<file path="src/rtl/spmd_pkg.sv">
package spmd_pkg;

	// Configuration register indexes.
	typedef enum logic [1:0] {
		CFG_PULSE_RATIO   = 2'd0,
		CFG_MIN_CARRIER   = 2'd1,
		CFG_MAX_MOD_INDEX = 2'd2
	} cfg_index_t;

	localparam logic [7:0]  PULSE_RATIO_RST   = 8'd9;
	localparam logic [19:0] MIN_CARRIER_RST   = 20'd16000;
	localparam logic [14:0] MAX_MOD_INDEX_RST = 15'd16384;

	// 1/(2*pi) in Q32 and sqrt(3)/2 in Q16.
	localparam logic [29:0] INV_TWO_PI_Q32 = 30'd683565276;
	localparam logic [16:0] HALF_SQRT3_Q16 = 17'd56756;

	localparam logic [15:0] DUTY_HALF = 16'd32768;
	localparam logic [15:0] DUTY_MAX  = 16'd65535;
	localparam logic [23:0] FREQ_MAX  = 24'hFFFFFF;
	localparam logic [14:0] BUS_MIN   = 15'd32;

	// Divider geometry: numerator 2N+D below 2^51, divisor 2D below 2^33.
	localparam int QUO_W     = 17;
	localparam int DIV_STEPS = QUO_W;
	localparam int REM_W     = 51;
	localparam int DEN_W     = 33;
	localparam logic [QUO_W-1:0] QUO_CLAMP = 17'd65536;

	// Pipeline depths.
	localparam int FRONT_LAT = 4;
	localparam int DIV_LAT   = DIV_STEPS + 1;
	localparam int FREQ_LAT  = 3;
	localparam int PIPE_LAT  = FRONT_LAT + DIV_LAT;
	localparam int FREQ_DLY  = PIPE_LAT - FREQ_LAT;

	typedef struct packed {
		logic [REM_W-1:0] x;
		logic [DEN_W-1:0] y;
		logic             ovf;
		logic             neg;
		logic             low_bus;
	} spmd_div_in_t;

	typedef struct packed {
		logic [REM_W-1:0] rem;
		logic [DEN_W-1:0] y;
		logic [QUO_W-1:0] q;
		logic             ovf;
		logic             neg;
		logic             low_bus;
	} spmd_div_step_t;

endpackage

</file>
<file path="src/rtl/spmd_div.sv">
module spmd_div import spmd_pkg::*; (
	input  logic         clk,
	input  logic         arst_n,
	input  logic         in_valid,
	input  spmd_div_in_t in_data,
	output logic         out_valid,
	output logic [15:0]  duty
);

	logic [DIV_STEPS:0] vld_s;
	spmd_div_step_t     st_s [DIV_STEPS+1];
	logic [QUO_W-1:0]   m;
	logic [15:0]        duty_next;

	always_comb begin
		st_s[0].rem     = in_data.x;
		st_s[0].y       = in_data.y;
		st_s[0].q       = '0;
		st_s[0].ovf     = in_data.ovf;
		st_s[0].neg     = in_data.neg;
		st_s[0].low_bus = in_data.low_bus;
	end
	assign vld_s[0] = in_valid;

	// One quotient bit per stage, most significant first.
	for (genvar i = 0; i < DIV_STEPS; i++) begin : g_step
		localparam int K = DIV_STEPS - 1 - i;
		logic [REM_W-1:0] sub;
		logic             fits;
		spmd_div_step_t   nxt;

		assign sub  = REM_W'(st_s[i].y) << K;
		assign fits = st_s[i].rem >= sub;

		always_comb begin
			nxt      = st_s[i];
			nxt.rem  = fits ? st_s[i].rem - sub : st_s[i].rem;
			nxt.q[K] = fits;
		end

		always_ff @(posedge clk or negedge arst_n) begin
			if (!arst_n) begin
				vld_s[i+1] <= 1'b0;
			end else begin
				vld_s[i+1] <= vld_s[i];
			end
		end

		always_ff @(posedge clk) begin
			st_s[i+1] <= nxt;
		end
	end

	always_comb begin
		if (st_s[DIV_STEPS].ovf || st_s[DIV_STEPS].q > QUO_CLAMP) begin
			m = QUO_CLAMP;
		end else begin
			m = st_s[DIV_STEPS].q;
		end
		if (st_s[DIV_STEPS].low_bus) begin
			duty_next = DUTY_HALF;
		end else if (st_s[DIV_STEPS].neg) begin
			duty_next = (m > QUO_W'(DUTY_HALF)) ? 16'd0 : 16'(QUO_W'(DUTY_HALF) - m);
		end else begin
			duty_next = (QUO_W'(DUTY_HALF) + m > QUO_W'(DUTY_MAX)) ? DUTY_MAX
				: 16'(QUO_W'(DUTY_HALF) + m);
		end
	end

	always_ff @(posedge clk or negedge arst_n) begin
		if (!arst_n) begin
			out_valid <= 1'b0;
		end else begin
			out_valid <= vld_s[DIV_STEPS];
		end
	end

	always_ff @(posedge clk) begin
		duty <= duty_next;
	end

endmodule

</file>
<file path="config.mk">
export PLATFORM = sky130hd
export DESIGN_NAME = spmd_div
export DESIGN_NICKNAME = d
export VERILOG_FILES = /design/src/rtl/spmd_pkg.sv /design/src/rtl/spmd_div.sv
export SDC_FILE = /design/constraint.sdc
export NUM_CORES = 2
export LEC_CHECK = 0
export CORE_MARGIN = 5
export CORE_UTILIZATION = 45
export CTS_CLUSTER_DIAMETER = 40
export DETAILED_ROUTE_END_ITERATION = 6
export DONT_BUFFER_PORTS = 1
export REMOVE_ABC_BUFFERS = 1
export SETUP_SLACK_MARGIN = 0.15
export SKIP_CTS_REPAIR_TIMING = 1
export SLEW_MARGIN = 20
export SYNTH_ARGS = -nofsm -noshare
export SYNTH_HDL_FRONTEND = slang
export SYNTH_SLANG_ARGS = --single-unit
export TNS_END_PERCENT = 100
</file>
<file path="constraint.sdc">
create_clock -name clk -period 5.1 [get_ports clk]
set_clock_uncertainty 0.15 [all_clocks]
set_input_delay 1.275 -clock clk [delete_from_list [all_inputs] [get_ports clk]]
set_output_delay 1.275 -clock clk [all_outputs]
set_load 0.01 [all_outputs]
</file>
==> results.yml <==
grt:
  grt_pass1_vias: 55819
  antenna_found_initial: 2
  grt_overflow: 0
  grt_pass1_wl_um: 292000
  grt_max_degree: 68
  grt_util_all_layers_pct: 21.6
floorplanning:
  core.rowCount: 147
  fp.dieH_um: 410
  die_w_um: 410
  io_pins: 107
  core-area_um2: 160000
  initial_core_util_pct: 45.1
  dieArea_um2: 168000
logic_synthesis:
  synth_edf_count: 0
  synth_ff_type: "dfxtp_1"
  syn_area_um2: 72100
  ys.warnings.count: 0
  ys_ff_latch: 1582
  ys_types: 97
  async_reset_ff_share_pct: 1.14
  synth_cells: 7935
  avgSynthCellArea_um2: 9.09
  seq_area_frac_synth_pct: 44.0
place:
  io_buffers: 0
  hpwl_um: 147000
  globalplace.congestion: 0.995
  place_ws_ns: 0.346
setup_path:
  path_buf_inv: 1
  max_stage_delay_ns: 0.85
  slowest_stage: "o21ai_0"
  cp_data_required_time_ns: 5.68
  worstPathArrival_ns: 4.97
  critical_path.top_delay_family: "compound AO/OA/AOI/OAI gates"
  start_kind: "register"
  reg2reg_depth: 13
  path_cells: "inv_1, ha_1, nor2b_1, o21a_1, o21ai_0, a21oi_1, o21ai_0, a21oi_1, o21ai_1, o41ai_1, a211oi_2, or3b_1, xnor2_1"
  critPathKind: "register to register"
  reg2reg_slack_ns: 0.71
  critPathLaunch: "g_step[7].nxt[21]$_DFF_P_"
  critPathCapture: "st_s[1039]$_DFF_P_"
  cp_max_fo: 5
  r2r_start: "g_step[7].nxt[21]$_DFF_P_"
  reg2reg_to: "st_s[1039]$_DFF_P_"
  cp-end-kind: "register"
  path_depth: 13
routing:
  wire_per_inst_um: 17.8
  vias: 54136
  first_pass_iters: 7
  ant_nets: 0
  drtIter0Drc: 2296
  wirelength_um: 184000
  drc: 0
  viasPerCell: 5.25
pwr:
  p_int_w: 0.0361
  power_density_nw_per_um2: 694
  combPwrFrac_pct: 40.4
  power.share.switching_pct: 37.2
  p_total_w: 0.0575
  p_sw_w: 0.0214
  ir_worst_vdd_mv: 0.375
  pwr-share-clk_pct: 28.2
  seq_power_share_pct: 31.4
  power.leakage_nw: 37.4
layout:
  fillers: 14725
  nNetsFinal: 8679
  syn_to_final_growth_pct: 14.9
  utilization_pct: 51.8
  mostFrequentLayoutCell: "dfxtp_1"
  drive_gt1_share_pct: 8.29
  layout_common_cells: "dfxtp_1, inv_1, a21oi_1, nand2_1, ha_1"
outcome:
  status: "finished, final reports clean"
clock_tree:
  clk_latency_ns: 0.85
  cts_buffers: 235
  clk_pin_slew_ns: 0.06
  tritoncts: "yes"
  cts_root_buf: "clkbuf_16"
  clk_path_buf_depth: 3
  cts_num_sinks: 1582
  htree_levels: 4
timing:
  min_period_ns: 4.39
  setup_viol: 0
  worst_pin_slew_ns: 1.05
  fin_ws_ns: 0.715
  drv_slew: 0
  hold_violations: 0
  max_slew_margin_pct: 29.2
  rsz0062_at_grt: "no"
  fmax_ghz: 0.228
  period_share_pct: 86.0
job:
  maxCapViolCount: 0
worst_hold_path:
  hold_path_class: "register to register"
-- sequential cells by signal, indices dropped and copies added (netlist names) --
name / count
duty: 16
g_step.nxt: 712
out_valid: 1
vld_s: 17
st_s: 836
-- cell type report --
type	instances	area (µm²)	share of cell area, %
multi-input combinational	5408	36900	44.6
sequential	1582	31800	38.3
clock buffer	279	6310	7.61
inverter	712	2670	3.23
tap	2086	2610	3.15
clock inverter	165	1940	2.35
timing repair buffer	70	641	0.773
antenna	1	2.50	0.00302
-- synthesized netlist by cell type, drive strengths merged (27+ instances only) --
cell type	number	area [µm²]
o21bai	71	533
nor3	137	701
buf	46	216
o21a	63	473
inv	712	2670
a21o	359	2700
a31oi	64	400
xnor2	323	2830
a211oi	57	453
nor2	503	1890
o21ai	523	2630
and2	27	169
nor4	86	569
o211ai	35	263
ha	564	7060
nand4	115	719
and3	69	432
or3	43	269
nor2b	91	569
nand2	615	2310
mux2	84	946
or2	27	169
xor2	278	2430
clkbuf	187	702
nand2b	94	588
a21oi	635	3200
dfxtp	1564	31300
o31ai	49	368
nand3	127	636
-- power by group through the flow --
stage / logic (W) / registers (W) / clock network, W
detailed placement: 0.0231 / 0.0183 / 0
CTS: 0.0232 / 0.0180 / 0.0166
finish: 0.0232 / 0.0180 / 0.0162
floorplan: 0.0179 / 0.0175 / 0
global route: 0.0259 / 0.0184 / 0.0172
global placement: 0.0228 / 0.0183 / 0
-- metrics by stage --
stage / hold slack [ns] / setup TNS, ns / std cells / cell area [µm²]
after floorplan: 0.160 / -84.24 / 7702 / 71200
after global placement: 0.159 / 0 / 9857 / 74600
after detailed placement: 0.162 / 0 / 9857 / 74600
after CTS: -0.118 / 0 / 10301 / 82800
after global routing: 0.154 / 0 / 10302 / 82800
final: 0.149 / 0 / 10303 / 82800
-- per-layer routing --
layer	vias to the layer above	routed length, µm	track usage [%]
met5	-	0	0
met4	0	14900	16.0
met3	547	5650	3.13
met2	1057	95000	40.9
met1	24723	68100	21.1
li1	27809	-	-
-- worst reg2reg max path, cell delays in order, from the launching register on --
cell and delay (ns):
dfxtp_1 0.38, inv_1 0.07, ha_1 0.31, nor2b_1 0.15, o21a_1 0.16, o21ai_0 0.26
a21oi_1 0.17, o21ai_0 0.85, a21oi_1 0.21, o21ai_1 0.42, o41ai_1 0.21, a211oi_2 0.42
or3b_1 0.40, xnor2_1 0.13
-- worst min-delay path by stage --
| stage | cells past startpoint | endpoint | startpoint | slack, ns |
|---|---|---|---|---|
| after global placement | 0 | g_step[5].nxt[2]$_DFF_P_ | g_step[4].nxt[2]$_DFF_P_ | 0.16 |
| after detailed placement | 0 | g_step[12].nxt[19]$_DFF_P_ | g_step[11].nxt[19]$_DFF_P_ | 0.16 |
| after floorplan | 0 | g_step[10].nxt[0]$_DFF_P_ | g_step[9].nxt[0]$_DFF_P_ | 0.16 |
| after CTS | 0 | vld_s[10]$_DFF_PN0_ | arst_n | -0.12 |
| final | 0 | g_step[7].nxt[18]$_DFF_P_ | g_step[6].nxt[18]$_DFF_P_ | 0.15 |
| after global routing | 0 | g_step[7].nxt[18]$_DFF_P_ | g_step[6].nxt[18]$_DFF_P_ | 0.15 |
-- cells by family (layout without fill, tap and decap cells) --
kind of cell | after synthesis | count (layout) | synth area share, %
muxes | 89 | 89 | 1.38
adders and majority gates | 580 | 580 | 10.2
other | 0 | 1 | 0
DFF | 1582 | 1582 | 44.0
xor gates and xnor gates | 601 | 601 | 7.30
AOI/OAI and AO/OA | 2067 | 2067 | 17.9
and+or+nand+nor | 2071 | 2071 | 14.1
buffers and inverters | 945 | 1226 | 4.98
No activity file was read; power rests on OpenSTA's default activity.
