### config.mk
export PLATFORM = sky130hd
export DESIGN_NAME = spmd_front
export DESIGN_NICKNAME = d
export VERILOG_FILES = /design/src/rtl/spmd_pkg.sv /design/src/rtl/spmd_front.sv
export SDC_FILE = /design/constraint.sdc
export NUM_CORES = 2
export LEC_CHECK = 0
export BUFFER_PORTS_ARGS = -buffer_cell sky130_fd_sc_hd__buf_2
export CAP_MARGIN = 15
export CORE_MARGIN = 2
export CORE_UTILIZATION = 50
export CTS_CLUSTER_SIZE = 8
export DETAILED_ROUTE_END_ITERATION = 8
export PLACE_DENSITY_LB_ADDON = 0.05
export SYNTH_ARGS = -nofsm -noshare
export SYNTH_HDL_FRONTEND = slang
export SYNTH_SLANG_ARGS = --single-unit
### constraint.sdc
create_clock -name clk -period 17.74 [get_ports clk]
set_input_delay 0.887 -clock clk [delete_from_list [all_inputs] [get_ports clk]]
set_output_delay 0.887 -clock clk [all_outputs]
set_load 0.02 [all_outputs]
### src/rtl/spmd_pkg.sv
package spmd_pkg;

	// Configuration register indexes.
	typedef enum logic [1:0] {
		CFG_PULSE_RATIO   = 2'd0,
		CFG_MIN_CARRIER   = 2'd1,
		CFG_MAX_MOD_INDEX = 2'd2
	} cfg_index_t;

	localparam logic [7:0]  PULSE_RATIO_RST   = 8'd9;
	localparam logic [19:0] MIN_CARRIER_RST   = 20'd16000;
	localparam logic [14:0] MAX_MOD_INDEX_RST = 15'd16384;

	// 1/(2*pi) in Q32 and sqrt(3)/2 in Q16.
	localparam logic [29:0] INV_TWO_PI_Q32 = 30'd683565276;
	localparam logic [16:0] HALF_SQRT3_Q16 = 17'd56756;

	localparam logic [15:0] DUTY_HALF = 16'd32768;
	localparam logic [15:0] DUTY_MAX  = 16'd65535;
	localparam logic [23:0] FREQ_MAX  = 24'hFFFFFF;
	localparam logic [14:0] BUS_MIN   = 15'd32;

	// Divider geometry: numerator 2N+D below 2^51, divisor 2D below 2^33.
	localparam int QUO_W     = 17;
	localparam int DIV_STEPS = QUO_W;
	localparam int REM_W     = 51;
	localparam int DEN_W     = 33;
	localparam logic [QUO_W-1:0] QUO_CLAMP = 17'd65536;

	// Pipeline depths.
	localparam int FRONT_LAT = 4;
	localparam int DIV_LAT   = DIV_STEPS + 1;
	localparam int FREQ_LAT  = 3;
	localparam int PIPE_LAT  = FRONT_LAT + DIV_LAT;
	localparam int FREQ_DLY  = PIPE_LAT - FREQ_LAT;

	typedef struct packed {
		logic [REM_W-1:0] x;
		logic [DEN_W-1:0] y;
		logic             ovf;
		logic             neg;
		logic             low_bus;
	} spmd_div_in_t;

	typedef struct packed {
		logic [REM_W-1:0] rem;
		logic [DEN_W-1:0] y;
		logic [QUO_W-1:0] q;
		logic             ovf;
		logic             neg;
		logic             low_bus;
	} spmd_div_step_t;

endpackage

### src/rtl/spmd_front.sv
module spmd_front import spmd_pkg::*; (
	input  logic               clk,
	input  logic               arst_n,
	input  logic               in_valid,
	input  logic signed [15:0] v_alpha,
	input  logic signed [15:0] v_beta,
	input  logic [14:0]        bus_voltage,
	input  logic [14:0]        max_mod_index,
	output logic               out_valid,
	output spmd_div_in_t       lane [3]
);

	localparam logic signed [33:0] K_SQRT = 34'(HALF_SQRT3_Q16);

	logic signed [33:0] a_half;
	logic signed [33:0] b_term;
	logic [29:0]        lim_raw;

	logic [3:0]         vld_s;
	logic signed [33:0] p_s1 [3];
	logic [30:0]        lim_s1;
	logic [14:0]        bus_s1;
	logic               low_s1;

	logic [31:0]        mag_s2 [3];
	logic [2:0]         neg_s2;
	logic [31:0]        mx_s2;
	logic [30:0]        lim_s2;
	logic [14:0]        bus_s2;
	logic               low_s2;

	logic [47:0]        num_s3 [3];
	logic [31:0]        den_s3;
	logic [2:0]         neg_s3;
	logic               low_s3;

	logic [31:0]        mag [3];
	logic [31:0]        mx;
	logic               scale;
	logic [REM_W-1:0]   x_val [3];

	always_comb begin
		a_half  = -({{3{v_alpha[15]}}, v_alpha, 15'b0});
		b_term  = 34'(v_beta) * K_SQRT;
		lim_raw = 30'(bus_voltage) * 30'(max_mod_index);
		for (int i = 0; i < 3; i++) begin
			mag[i] = p_s1[i][33] ? 32'(-p_s1[i]) : p_s1[i][31:0];
		end
		mx = mag[0];
		if (mag[1] > mx) begin
			mx = mag[1];
		end
		if (mag[2] > mx) begin
			mx = mag[2];
		end
		scale = mx_s2 > {1'b0, lim_s2};
		for (int i = 0; i < 3; i++) begin
			x_val[i] = (REM_W'(num_s3[i]) << 1) + REM_W'(den_s3);
		end
	end

	always_ff @(posedge clk or negedge arst_n) begin
		if (!arst_n) begin
			vld_s <= '0;
		end else begin
			vld_s <= {vld_s[2:0], in_valid};
		end
	end

	always_ff @(posedge clk) begin
		p_s1[0] <= {{2{v_alpha[15]}}, v_alpha, 16'b0};
		p_s1[1] <= a_half + b_term;
		p_s1[2] <= a_half - b_term;
		lim_s1  <= {lim_raw, 1'b0};
		bus_s1  <= bus_voltage;
		low_s1  <= bus_voltage <= BUS_MIN;

		for (int i = 0; i < 3; i++) begin
			mag_s2[i] <= mag[i];
			neg_s2[i] <= p_s1[i][33];
		end
		mx_s2  <= mx;
		lim_s2 <= lim_s1;
		bus_s2 <= bus_s1;
		low_s2 <= low_s1;

		for (int i = 0; i < 3; i++) begin
			num_s3[i] <= scale ? 48'(mag_s2[i]) * 48'({max_mod_index, 1'b0})
				: 48'(mag_s2[i]);
		end
		den_s3 <= scale ? mx_s2 : 32'(bus_s2);
		neg_s3 <= neg_s2;
		low_s3 <= low_s2;

		for (int i = 0; i < 3; i++) begin
			lane[i].x       <= x_val[i];
			lane[i].y       <= {den_s3, 1'b0};
			lane[i].ovf     <= x_val[i] >= (REM_W'({den_s3, 1'b0}) << QUO_W);
			lane[i].neg     <= neg_s3[i];
			lane[i].low_bus <= low_s3;
		end
	end

	assign out_valid = vld_s[3];

endmodule

==> summary.md <==
| Metric | Value |
|---|---|
| Clk_lat worst skew | `between 0.6 and 0.7 ns` |
| Vias in the first global route | `between 50000 and 60000` |
| Pin count of the biggest net entering global routing | `106` |
| Syn Inst Count | `slightly above 8000` |
| Final period utilization | `0.509` |
| Most frequent cells in the layout | `inv_1, fa_1, nand2_1` |
| Worst Setup Start Kind | `flip-flop` |
| FF+latch area | `~12000 sq um` |
| First-pass GRT wire length | `334 mm` |
| Critical R2R Launch | `p_s1[0][70]` |
| Final WL | `214 mm` |
| Share of cells above drive strength 1 | `0.0633` |
| H-tree depth | `3` |
| Initial antenna violation count | `16` |
| Overall die area | `between 150000 and 200000 sq um` |
| Number of fill cells | `between 10000 and 15000` |
| CTS Root Buffer Type | `clkbuf_16` |
| Gr usage total | `0.286` |
| CTS tree | `built` |
| CP Capture Type | `flip-flop` |
| Ys flop type | `dfxtp_1` |
| Post-synthesis sequential area ratio | `0.164` |
| DRT iter0 DRCs | `3254` |
| IO Pins | `approximately 330` |
| FF-to-FF End | `mx_s2[20]` |
| Post-synth ARST share | `0.00661` |
| Row cnt | `141` |
| Crit path required time | `between 15 and 20 ns` |
| HP Start | `lim_s1[16]` |
| Leading area contributor after synthesis | `fa_1` |
| Initial core utilization | `0.503` |
| Post-synthesis area per instance | `9.22 sq um` |
| Number of flops mapped to enable cells by yosys | `0` |
| CP arrival | `around 9.6 ns` |
| Most common cell after layout, fill and taps aside | `inv_1` |
| Clock buffer depth | `3` |
| Height of the chip | `slightly below 400 um` |
| Vias | `around 55000` |
| Max-cap viol count | `0` |
| Clk slew on worst S/H paths | `roughly 0.050 ns` |
| Final Hold Viols | `0` |
| Worst Max-Slew Pin Slew | `1.18 ns` |
| R2R depth | `26` |
| F_max | `111 MHz` |
| Hold EP | `lim_s2[16]` |
| DR pass1 iterations | `5` |
| Yosys top cell area share | `0.321` |
| Setup violations, final | `0` |
| Grt total ovfl | `0` |
| Final net count | `about 10000` |
| Final Max Tran Viols | `0` |
| Setup tns final | `0 ns` |
| Hold Path Class | `reg -> reg` |
| ANT nets after route | `0` |
| Crit-path max FO | `27` |
| Post-CTS Resized | `0` |
| Yosys reg bits | `about 600` |
| Status | `completed` |
| Total CTS buffers | `88` |
| DRC errors left | `0` |
| Largest cells by area after synthesis | `fa_1, dfxtp_1, ha_1` |
| Core ar. | `between 100000 and 150000 sq um` |
| Drt wl/cell | `approximately 21 um` |
| Hold Path Cell Cnt | `0` |
| I/O Buffers | `320` |
| Dpl hpwl | `174 mm` |
| Slew Limit Headroom | `0.212` |
| RSZ-0062 raised after global routing | `false` |
| Fin Clk Skew | `about 0.033 ns` |
| Area occupied by multi-input gates | `between 50000 and 60000 sq um` |
| Crit path kind | `reg -> reg` |
| CTS sink cnt | `605` |
| YS warnings | `0` |
| Layout Area Growth over Synthesis | `6.84%` |
| GPL Wtd Cong | `between 0.9 and 1` |
| Vias per Instance | `5.43` |
| Yosys cell types | `77` |
| Crit path time final | `around 9 ns` |
| Final Util | `0.537` |
| Reg2reg setup slack | `8.72 ns` |
| Post-Syn Area | `roughly 74000 sq um` |
| Die W | `389 um` |
==> logic make-up (layout without fill, tap and decap cells) <==
group / after synthesis / after routing / synth area share
simple gates: 2360 / 2360 / 0.154
flops: 605 / 605 / 0.164
fa+ha+maj: 1988 / 1988 / 0.456
other cells: 1 / 10 / 0.0000505
buf+inv: 1692 / 1780 / 0.0909
xor+xnor: 389 / 389 / 0.0461
mux: 47 / 47 / 0.00644
compound gates: 962 / 962 / 0.0834
==> per-layer routing <==
layer	routed length, um	GRT usage
met1	92500	0.378
met2	100000	0.474
met3	15000	0.0588
met4	6110	0.0863
met5	78	0
==> area by class of cell <==
type | instances | share of cell area
multi-input combinational | 5752 | 0.698
antenna | 4 | 0.000126
inverter | 1291 | 0.0611
clock inverter | 11 | 0.00163
clock buffer | 99 | 0.0290
timing repair buffer | 379 | 0.0262
sequential | 605 | 0.153
tap | 1930 | 0.0305
==> what timing repair did <==
action                                 in CTS  in global routing
buffers inserted                            0                  0
hold buffers                                1                  0
endpoints found under the hold margin       4                  0
==> stage by stage <==
step	worst slack, ns	area (sq um)	instances	hold slack [ns]
after global placement	8.62	76800	9956	0.310
after floorplan	9.94	74200	8049	0.310
after global routing	8.40	79300	10100	0.307
after CTS	8.69	79300	10100	0.299
after detailed placement	8.69	76800	9956	0.312
final	8.72	79300	10100	0.301
==> critical path: stages, from the launching register on <==
cell and delay, ns:
dfxtp_1 0.40, or4_4 0.59, nand2b_1 0.18, or4_4 0.47, or3_1 0.44, nand2b_1 0.23, o31ai_1 0.30, xnor2_1 0.17
ha_1 0.32, nand3_1 0.11, nor2_1 0.11, nand2_1 0.15, or4_1 0.59, or4_1 0.42, or4_1 0.40, o31a_1 0.24
buf_4 0.25, nor2_1 0.17, a21oi_1 0.08, ha_1 0.33, nand4_1 0.16, nor4_1 0.86, a21oi_1 0.15, o311a_1 0.25
a41oi_4 0.64, buf_4 0.43, mux2i_1 0.40
==> registers in the layout, indices dropped and copies added, names as in the netlist <==
signal	count
bus_s1	15
bus_s2	15
den_s3	32
lane	165
lim_s1	30
lim_s2	30
low_s1	1
low_s2	1
low_s3	1
mag_s2	75
mx_s2	30
neg_s2	3
neg_s3	3
num_s3	123
p_s1	77
vld_s	4
==> Yosys cell counts, types with 10 or more instances <==
cell type,number
and3_1,38
a211oi_1,16
fa_1,1191
buf_4,97
o41ai_1,14
xnor2_1,230
o21a_1,44
and2_1,586
dfxtp_1,601
a21o_1,191
a21boi_0,15
nand3_1,77
o211ai_1,14
ha_1,797
or3_1,16
nor2b_1,59
o31ai_1,33
or2_2,13
mux2i_1,41
or4_1,31
nor4_1,26
o31a_1,12
o21bai_1,41
clkbuf_1,298
nand2_1,1084
xor2_1,158
nor3b_1,11
o21ai_0,209
a21oi_1,264
nand4_1,52
a31oi_1,25
nor3_1,73
inv_1,1290
nand2b_1,48
nor2_1,225
a2111oi_0,10
==> worst max path at each step <==
stage                     slack [ns]        start  depth (start not counted)          end
final                           8.72  p_s1[0][70]                         26    mx_s2[20]
after CTS                       8.69  p_s1[0][70]                         26    mx_s2[20]
after global routing            8.40  p_s1[0][70]                         26    mx_s2[25]
after global placement          8.62  p_s1[0][70]                         25    mx_s2[25]
after detailed placement        8.69  p_s1[0][70]                         26    mx_s2[25]
after floorplan                 9.94   v_beta[11]                         27  p_s1[0][96]
Power is not shown: default switching activity piles up to over one toggle a cycle in this logic, so the estimate is an artifact.
