$ cat src/rtl/spmd_pkg.sv
package spmd_pkg;

	// Configuration register indexes.
	typedef enum logic [1:0] {
		CFG_PULSE_RATIO   = 2'd0,
		CFG_MIN_CARRIER   = 2'd1,
		CFG_MAX_MOD_INDEX = 2'd2
	} cfg_index_t;

	localparam logic [7:0]  PULSE_RATIO_RST   = 8'd9;
	localparam logic [19:0] MIN_CARRIER_RST   = 20'd16000;
	localparam logic [14:0] MAX_MOD_INDEX_RST = 15'd16384;

	// 1/(2*pi) in Q32 and sqrt(3)/2 in Q16.
	localparam logic [29:0] INV_TWO_PI_Q32 = 30'd683565276;
	localparam logic [16:0] HALF_SQRT3_Q16 = 17'd56756;

	localparam logic [15:0] DUTY_HALF = 16'd32768;
	localparam logic [15:0] DUTY_MAX  = 16'd65535;
	localparam logic [23:0] FREQ_MAX  = 24'hFFFFFF;
	localparam logic [14:0] BUS_MIN   = 15'd32;

	// Divider geometry: numerator 2N+D below 2^51, divisor 2D below 2^33.
	localparam int QUO_W     = 17;
	localparam int DIV_STEPS = QUO_W;
	localparam int REM_W     = 51;
	localparam int DEN_W     = 33;
	localparam logic [QUO_W-1:0] QUO_CLAMP = 17'd65536;

	// Pipeline depths.
	localparam int FRONT_LAT = 4;
	localparam int DIV_LAT   = DIV_STEPS + 1;
	localparam int FREQ_LAT  = 3;
	localparam int PIPE_LAT  = FRONT_LAT + DIV_LAT;
	localparam int FREQ_DLY  = PIPE_LAT - FREQ_LAT;

	typedef struct packed {
		logic [REM_W-1:0] x;
		logic [DEN_W-1:0] y;
		logic             ovf;
		logic             neg;
		logic             low_bus;
	} spmd_div_in_t;

	typedef struct packed {
		logic [REM_W-1:0] rem;
		logic [DEN_W-1:0] y;
		logic [QUO_W-1:0] q;
		logic             ovf;
		logic             neg;
		logic             low_bus;
	} spmd_div_step_t;

endpackage

$ cat src/rtl/spmd_freq.sv
module spmd_freq import spmd_pkg::*; (
	input  logic               clk,
	input  logic signed [19:0] speed,
	input  logic [7:0]         pulse_ratio,
	input  logic [19:0]        min_carrier,
	output logic [23:0]        freq
);

	logic [19:0] speed_mag;
	logic [27:0] prod_s1;
	logic [42:0] lo_s2;
	logic [42:0] hi_s2;
	logic [58:0] sum;
	logic [26:0] target;
	logic [26:0] floor_val;

	// The most negative speed wraps to 2^19, which is its true magnitude.
	assign speed_mag = speed[19] ? 20'(-speed) : 20'(speed);

	always_comb begin
		sum       = (59'(hi_s2) << 15) + 59'(lo_s2) + (59'd1 << 31);
		target    = sum[58:32];
		floor_val = (target < 27'(min_carrier)) ? 27'(min_carrier) : target;
	end

	always_ff @(posedge clk) begin
		prod_s1 <= 28'(speed_mag) * 28'(pulse_ratio);
		lo_s2   <= 43'(prod_s1) * 43'(INV_TWO_PI_Q32[14:0]);
		hi_s2   <= 43'(prod_s1) * 43'(INV_TWO_PI_Q32[29:15]);
		freq    <= (floor_val > 27'(FREQ_MAX)) ? FREQ_MAX : floor_val[23:0];
	end

endmodule

$ cat config.mk
export PLATFORM = sky130hd
export DESIGN_NAME = spmd_freq
export DESIGN_NICKNAME = d
export VERILOG_FILES = /design/src/rtl/spmd_pkg.sv /design/src/rtl/spmd_freq.sv
export SDC_FILE = /design/constraint.sdc
export NUM_CORES = 1
export LEC_CHECK = 0
export BUFFER_PORTS_ARGS = -buffer_cell sky130_fd_sc_hd__buf_4
export CAP_MARGIN = 25
export CORE_ASPECT_RATIO = 0.8
export CORE_MARGIN = 1
export CORE_UTILIZATION = 65
export CTS_CLUSTER_SIZE = 40
export DETAILED_ROUTE_END_ITERATION = 12
export GPL_ROUTABILITY_DRIVEN = 1
export GPL_TIMING_DRIVEN = 0
export PLACE_DENSITY = 0.91
export SLEW_MARGIN = 5
export SYNTH_ARGS = -nofsm -noshare
export SYNTH_HDL_FRONTEND = slang
export SYNTH_SLANG_ARGS = --single-unit
$ cat constraint.sdc
create_clock -name clk -period 7.3 [get_ports clk]
set_input_delay 0.73 -clock clk [delete_from_list [all_inputs] [get_ports clk]]
set_output_delay 0.73 -clock clk [all_outputs]
set_load 0.01 [all_outputs]
==> results by stage, run 1 <==
GRT:
- The global-route usage over all layers is 30.9%.
- The met2 capacity usage during global routing is 52.4%.
- The total overflow left after global routing is 0.
- The met1 demand-to-capacity share in global routing is 41.6%.
- The first global-routing pass estimated 85500 um of wire.
- The initial antenna violation count came to 0.
- The layer flagged by global routing as most heavily used is met2.
- The global-route met3 utilization is 4.64%.
- The number of global-route vias before repair was 17600.
- The pin count of the biggest net entering global routing is 17.

Timing:
- The final-report hold violation count is 0.
- At the pin with the least slew margin, the transition time is approximately 0.84 ns.
- The worst path needs between 7 and 8 ns of the cycle, external delays included.
- Static timing analysis puts the maximum clock frequency at 0.143 GHz.
- Setup violations remaining at the end of the flow were counted as 0.
- Setup repair after global routing left no endpoint under its margin.
- The count of final max-slew check failures came to 0.
- The tightest slew margin relative to the limit is 42.7%.
- Dividing the final minimum period by the clock period gives 95.9%.
- The clock tree skew after final layout is 0.0209 ns.

CTS:
- The longest clock path from root to sink contains 2 buffers.
- Clock latency on the worst-skew pair, taken at its later pin, is 0.45 ns.
- TritonCTS built the clock tree.
- The tree is rooted in a clkbuf_16.
- Buffers inserted during clock tree synthesis total 17.
- In this run the number of H-tree levels came out at 4.
- The tree built by TritonCTS fans out to 119 sinks.
- The count of hold-fix buffers inserted at cts is 0.
- Post-CTS timing repair inserted 0 buffers for setup.
- The number of resized instances in the post-cts repair step is 0.
- After clock tree synthesis, the clock-pin slew on the worst setup and hold paths is 0.06 ns.

Critical path:
- The cell family contributing the most delay on the critical path is adder cells.
- On the worst path, the slowest cell contributes a delay of 0.58 ns.
- Data on the critical path arrives at its endpoint at 7.37 ns.
- The library cell appearing most often on the critical path is fa_1.
- The slowest stage cell on the critical path is or4_1.
- The type of the worst setup path is primary input to register.
- Traced cell by cell, the critical path runs through buf_4, or4_1, or4_1, o41ai_1, xor2_2, nor2b_1, fa_1, fa_1, fa_1, inv_1, fa_1, inv_1, ha_1, or3_1, o31ai_1, o21ai_1, a31oi_1, o21ai_0, a21oi_1, xnor2_1.
- The element type at the critical path start is a primary input.
- The largest driver fanout on the critical path is 8.
- Together, buffers and inverters on the worst path number 3.
- For the worst setup path, the data required time is 7.67 ns.
- The sort of element at the end of the critical path is a register.

Synth:
- Synthesis instantiated 71 different standard cells from the library.
- The library cell with the largest summed area after synthesis is fa_1.
- The dominant combinational cell family by area after synthesis is adder cells.
- Of the total synthesized cell area, the portion taken by AND, OR, NAND and NOR gates is roughly a tenth.
- The count of warnings emitted by yosys is 0.
- Measured against the total synthesized area, the mux share comes to 0.0904%.
- The commonest cells after synthesis are 613 x inv_1, 373 x ha_1, 372 x fa_1, 119 x dfxtp_1, 79 x nor2b_1.
- Of the total synthesized cell area, the portion taken by full adders, half adders and majority gates is roughly 55%.
- The most used standard cell by instance count after synthesis is inv_1.
- Yosys attributes the largest share of cell area to fa_1 34%, ha_1 21%, dfxtp_1 11%.
- The cell area that synthesis handed to floorplanning was 22100 um2.
- Counting every net in the synthesized netlist gives roughly 3100.
- The share of synthesized registers carrying an async set or reset is 0%.
- After technology mapping, the gate count stands at 2314.
- The number of enable-type register cells in the synthesized netlist is 0.
- The flip-flop cell with the highest count after synthesis is dfxtp_1.
- A synthesized cell averages 9.57 um2.
- Sequential elements use 10.8% of the synthesized area.
- The XOR/XNOR share of the synthesized area is 4.27%.
- The area share of the largest cell type after synthesis is 33.6%.
- The register bit total from synthesis is 119.
- The synthesized netlist devotes 9.22% of its cell area to compound gates.

Routing:
- In this run, the number of DRC markers left after iteration 0 of detailed routing was 1095.
- After detailed routing, the average wire length per cell comes to 18.0 um.
- The via count normalized by instance count is 5.74.
- The first detailed-routing pass ran for 7 iterations.
- After detailed routing, the number of remaining DRC violations is 0.
- The residual antenna-violating net count after detailed routing is 0.
- The sum of routed wire length over all layers is 51300 um.
- The total via count in the routed design is 16300.

Cells and area:
- The net count of the finished layout is 3190.
- From synthesis to final layout, the design area changed by 7.64%.
- Measured on the finished design, the core utilization comes to 71.0%.
- The number of diodes is 0.
- The count of fill cells added during filler insertion is approximately 2300.
- The post-route netlist has 5.27% of its cells at a drive strength greater than 1.

Min path:
- The path type of the worst min-delay path is register to register.

Die:
- 73 I/O pins were placed.
- The die covers 34800 um2.
- The area of the core is about 34000 um2.
- From left edge to right edge, the die measures 208 um.
- The starting utilization of the core area is approximately two thirds.
- The floorplan has 60 rows.
- The floorplan step set the die height to 167 um.

Run:
- The count of max-cap constraint violations is 0.

Placed design:
- The half-perimeter wire length after placement is 43300 um.
- The port buffer count is between 60 and 70.
- Routability-driven placement finished with a final weighted congestion of 0.951.

Outcome:
- The run finished with clean final reports.
==> cell type report <==
cell class	instances	area, um2	share of cell area, %
Multi-Input combinational cell	1557	17400	72.9
Sequential cell	119	2380	10.0
Inverter	613	2300	9.66
Tap cell	434	543	2.28
Timing Repair Buffer	63	473	1.98
Clock buffer	19	433	1.82
Clock inverter	13	220	0.924
Buffer	25	115	0.483
==> worst min-delay path, stage by stage, from the launching register on <==
cell and delay [ns]:
dfxtp_1 0.34, nor2_1 0.05, o21ai_0 0.05
==> state kept, by name (all words and copies together) (netlist names) <==
register and cells:
freq 24, hi_s2 38, lo_s2 29, prod_s1 28
==> placed cells by master (no fill, tap or decap), types with 5 or more instances in the layout <==
master / instances
o21a_1: 18
clkinv_4: 6
o31ai_1: 10
and3_1: 8
nand3_1: 18
nand4_1: 16
o211ai_1: 8
xor2_1: 29
buf_4: 64
or2_2: 6
nor2_1: 57
clkbuf_1: 21
nand2_1: 76
o21ai_0: 43
and2_1: 45
o41ai_1: 5
dfxtp_1: 119
and4_1: 5
inv_1: 613
bufinv_16: 5
o21ai_1: 6
nor3_1: 33
a31oi_1: 9
a211oi_1: 17
fa_1: 372
a211o_1: 5
ha_1: 373
a21o_1: 40
or4_1: 5
nor2b_1: 79
a21oi_1: 72
xnor2_1: 76
or3_1: 9
nand2b_1: 35
o21bai_1: 11
clkbuf_16: 17
a221o_1: 13
nor4_1: 6
==> worst paths after layout <==
kind | from | slack [ns] | endpoint | cells after the start
max | speed[3] | 0.30 | prod_s1[25]$_DFF_P_ | 20
min | hi_s2[40]$_DFF_P_ | 0.47 | freq[23]$_SDFF_PN1_ | 2
max reg2reg | prod_s1[13]$_DFF_P_ | 0.74 | hi_s2[41]$_DFF_P_ | 18
min reg2reg | hi_s2[40]$_DFF_P_ | 0.47 | freq[23]$_SDFF_PN1_ | 2
==> layer usage <==
layer  up-vias  part of all wire, %
li1       7476                    -
met1      8221                   44
met2       537                   49
met3        91                  6.0
met4         0                  1.7
met5         -                    0
==> cell families after synthesis <==
family	Yosys count
xor+xnor	108
flops	119
mux	2
buf+inv	638
fa+ha+maj	745
compound gates	293
simple gates	409
==> per-stage QoR <==
stage / hold WS, ns / TNS (ns) / cell area (um2) / setup WS [ns] / instances
final: 0.470 / 0 / 23800 / 0.298 / 2843
after global placement: 0.447 / -0.0818 / 23200 / -0.0554 / 2811
after detailed placement: 0.456 / -0.477 / 23200 / -0.182 / 2811
after global routing: 0.505 / 0 / 23800 / 0.0552 / 2843
after CTS: 0.470 / 0 / 23800 / 0.212 / 2843
after floorplan: 0.430 / 0 / 22100 / 0.767 / 2314
Power of run 1 is left out: the tool's default activity adds up to more than one toggle a clock period on the data nets, which glitch-free logic cannot reach.
==> run 2, diff against run 1 <==
--- a/config.mk
+++ b/config.mk
@@ -5,10 +5,11 @@
 export SDC_FILE = /design/constraint.sdc
 export NUM_CORES = 1
 export LEC_CHECK = 0
+export ABC_AREA = 1
 export BUFFER_PORTS_ARGS = -buffer_cell sky130_fd_sc_hd__buf_4
 export CAP_MARGIN = 25
 export CORE_ASPECT_RATIO = 0.8
-export CORE_MARGIN = 1
+export CORE_MARGIN = 2
 export CORE_UTILIZATION = 65
 export CTS_CLUSTER_SIZE = 40
 export DETAILED_ROUTE_END_ITERATION = 12
==> run 2 against run 1 <==
  * Final cell count is 25% higher
  * Die area is 10% higher
  * Fmax grew 3.9%
  * Register-to-register slack improved by 1.2 ns
  * Final area up 7.7%
  * Sequential cell count unchanged
  * Critical endpoint unchanged
  * Critical path depth is 9 higher
  * Worst setup slack improved by 0.27 ns
==> results by stage, run 2 <==
Critical path:
- The element type at the critical path start is a primary input (unchanged).
- The slowest stage cell on the critical path is fa_1 (was or4_1).
- The sort of element at the end of the critical path is a register (unchanged).
- The largest driver fanout on the critical path is 9 (was 8).
- The type of the worst setup path is primary input to register (unchanged).
- The worst stage delay on the critical path is 0.58 ns (about the same).
- The critical path arrival is 7.05 ns (was 7.37 ns).
- The required time of the critical path is 7.62 ns (was 7.67 ns).

Routing:
- The post-detailed-route wirelength per cell is 18.2 um (was 18.0 um).
- The via count normalized by instance count is 5.59 (was 5.74).
- The violation count after the first detailed-routing iteration was 1757 (was 1095).
- The iteration count of the initial detailed-routing pass is 6 (was 7).
- The sum of routed wire length over all layers came to 64700 um (was 51300 um).
- The residual antenna-violating net count after detailed routing is 0 (unchanged).
- The total via count in the routed design came to 19900 (was 16300).
- The final routed DRC violation total is 0 (unchanged).

Synth:
- The cell count after synthesis is 2983 (was 2314).
- The average footprint of a synthesized cell came to 8.03 um2 (was 9.57 um2).
- The count of warnings emitted by yosys is 0 (unchanged).
- The flip-flop cell with the highest count after synthesis is dfxtp_1 (unchanged).
- The post-synthesis instance area is 23900 um2 (was 22100 um2).
- Leading cell types by total area after synthesis: fa_1 31%, ha_1 19%, inv_1 12% (was fa_1 34%, ha_1 21%, dfxtp_1 11%).
- The net count of the mapped netlist is 3777 (was 3108).
- The share of synthesized registers carrying an async set or reset is 0% (unchanged).
- The register bit total from synthesis came to 119 (unchanged).
- The sequential fraction of the synthesis area is 9.95% (was 10.8%).
- The number of enable-type register cells in the synthesized netlist is 0 (unchanged).
- The library cell with the largest summed area after synthesis is fa_1 (unchanged).
- The count of different cell masters after synthesis is 51 (was 71).
- Most numerous cell types in the synthesized netlist: 780 x inv_1, 441 x nand2_1, 373 x ha_1, 372 x fa_1, 267 x nor2_1 (was 613 x inv_1, 373 x ha_1, 372 x fa_1, 119 x dfxtp_1, 79 x nor2b_1).
- The most used standard cell by instance count after synthesis is inv_1 (unchanged).
- The area share of the largest cell type after synthesis is 31.1% (was 33.6%).

Cells and area:
- The share of layout cells above drive strength 1 is 4.54% (was 5.27%).
- Largest registers: hi_s2 x38, lo_s2 x29, prod_s1 x28 (unchanged).
- The final core area utilization was 71.2% (was 71.0%).
- The flip-flop count of the largest register after layout was 38 (unchanged).
- Commonest cells after routing, fill and taps aside: 780 x inv_1, 441 x nand2_1, 373 x ha_1 (was 613 x inv_1, 373 x ha_1, 372 x fa_1).
- The number of nets in the layout is 3865 (was 3190).
- The number of diodes is 0 (unchanged).
- The register name with the most flops was hi_s2 (unchanged).
- The area added between synthesis and finish was 7.20% (was 7.64%).
- The count of fill cells added during filler insertion is 2842 (was 2329).
- The most common cell after layout, fill and taps aside was inv_1 (unchanged).

GRT:
- The pin count of the biggest net entering global routing is 17 (unchanged).
- The wire length of the first global-routing pass is 106000 um (was 85500 um).
- The initial antenna violation count is 1 (was 0).
- The global-route congestion overflow total was 0 (unchanged).
- The number of global-route vias before repair is 20700 (was 17600).
- The global-route usage over all layers is 35.5% (was 30.9%).

CTS:
- The clock transition at the registers of the reported paths is 0.07 ns (was 0.06 ns).
- The number of resized instances in the post-cts repair step was 0 (unchanged).
- The post-CTS setup repair buffer count is 0 (unchanged).
- The count of hold-fix buffers inserted at cts is 0 (unchanged).
- The insertion delay of the later-clocked pin in the worst-skew pair is 0.46 ns (was 0.45 ns).
- The number of buffers on the longest clock path is 2 (unchanged).
- The clock root buffer is clkbuf_16 (unchanged).
- The number of clock sinks seen by CTS is 119 (unchanged).
- The CTS tree was yes (unchanged).
- The number of H-tree levels is 4 (unchanged).
- The number of CTS-inserted buffers is 17 (unchanged).

Run:
- The count of max-cap constraint violations came to 0 (unchanged).

Die:
- The number of cell rows was 62 (was 60).
- The floorplan die width was 219 um (was 208 um).
- The area of the die is 38400 um2 (was 34800 um2).
- The die extent in y is 176 um (was 167 um).
- The starting utilization of the core area is 66.4% (was 66.0%).
- The number of I/O pins is 73 (unchanged).
- The area of the core was 36100 um2 (was 33600 um2).

Outcome:
- Run status: finished, final reports clean (unchanged).

Timing:
- The count of final max-slew check failures is 0 (unchanged).
- The final total negative setup slack is 0 ns (unchanged).
- The final number of setup-violating endpoints is 0 (unchanged).
- The share of the clock period used by the worst path was 92.3% (was 95.9%).
- RSZ-0062 raised after global routing: no (unchanged).
- The actual transition at the worst max-transition pin is 0.819 ns (was 0.836 ns).
- The time the final worst path needs with I/O delays and setup is 6.74 ns (was 7.00 ns).
- The tightest slew margin relative to the limit was 45.3% (was 42.7%).
- The clock tree skew after final layout is 0.0259 ns (was 0.0209 ns).
- The final-report hold violation count is 0 (unchanged).
- The timing-limited maximum frequency was 0.148 GHz (was 0.143 GHz).

Placed design:
- The half-perimeter wire length after placement came to 56100 um (was 43300 um).
- The port buffer count is 69 (was 63).
- The placer congestion estimate is 0.985 (was 0.951).

Min path:
- The path type of the worst min-delay path is primary input to register (was register to register).
[run 2: logic make-up after synthesis]
family	synth area share (%)
simple gates	15.4
fa+ha+maj	50.6
compound gates	7.38
flops	9.95
xor+xnor	3.98
buf+inv	12.7
[run 2: metrics by stage]
step	setup WS (ns)	hold WS, ns	cell area (um2)	instances
floorplan	1.34	0.456	23900	2983
global placement	0.493	0.510	25100	3532
detailed placement	0.304	0.509	25100	3532
CTS	0.701	0.518	25700	3564
global route	0.0724	0.529	25700	3564
finish	0.563	0.522	25700	3564
[run 2: layer usage]
layer	global-route usage [%]	vias up	part of all wire, %
li1	-	9337	-
met1	50.5	9601	45
met2	55.2	842	43
met4	7.91	0	2.2
met3	8.71	141	9.7
met5	0	-	0
[run 2: layout make-up]
type                    instances  area [um2]  area share, %
flip-flops and latches        119        2380           9.28
clock buffers                  17         425           1.66
inverters                     783        2940           11.4
clock inverters                15         181          0.707
multi-input cells            2059       18500           72.1
plain buffers                  22         113          0.439
well taps                     480         601           2.34
repair buffers                 69         518           2.02
[run 2: critical path, delay by kind of cell]
kind            cells  cell delay [ns]
simple gates       14             2.41
compound gates      2             0.25
buf+inv             6             0.53
fa+ha+maj           5             2.40
xor+xnor            2             0.72
[run 2: worst paths after layout]
path                                          start                  end  slack, ns  cells after the start
worst max-delay path                       speed[0]  prod_s1[25]$_DFF_P_       0.56                     29
worst min-delay path                 min_carrier[2]   freq[2]$_SDFF_PN1_       0.52                      3
worst max register to register  prod_s1[17]$_DFF_P_    hi_s2[35]$_DFF_P_       1.90                     19
worst min register to register    hi_s2[42]$_DFF_P_  freq[23]$_SDFF_PN1_       0.53                      2
Power of run 2 is left out for the same reason.
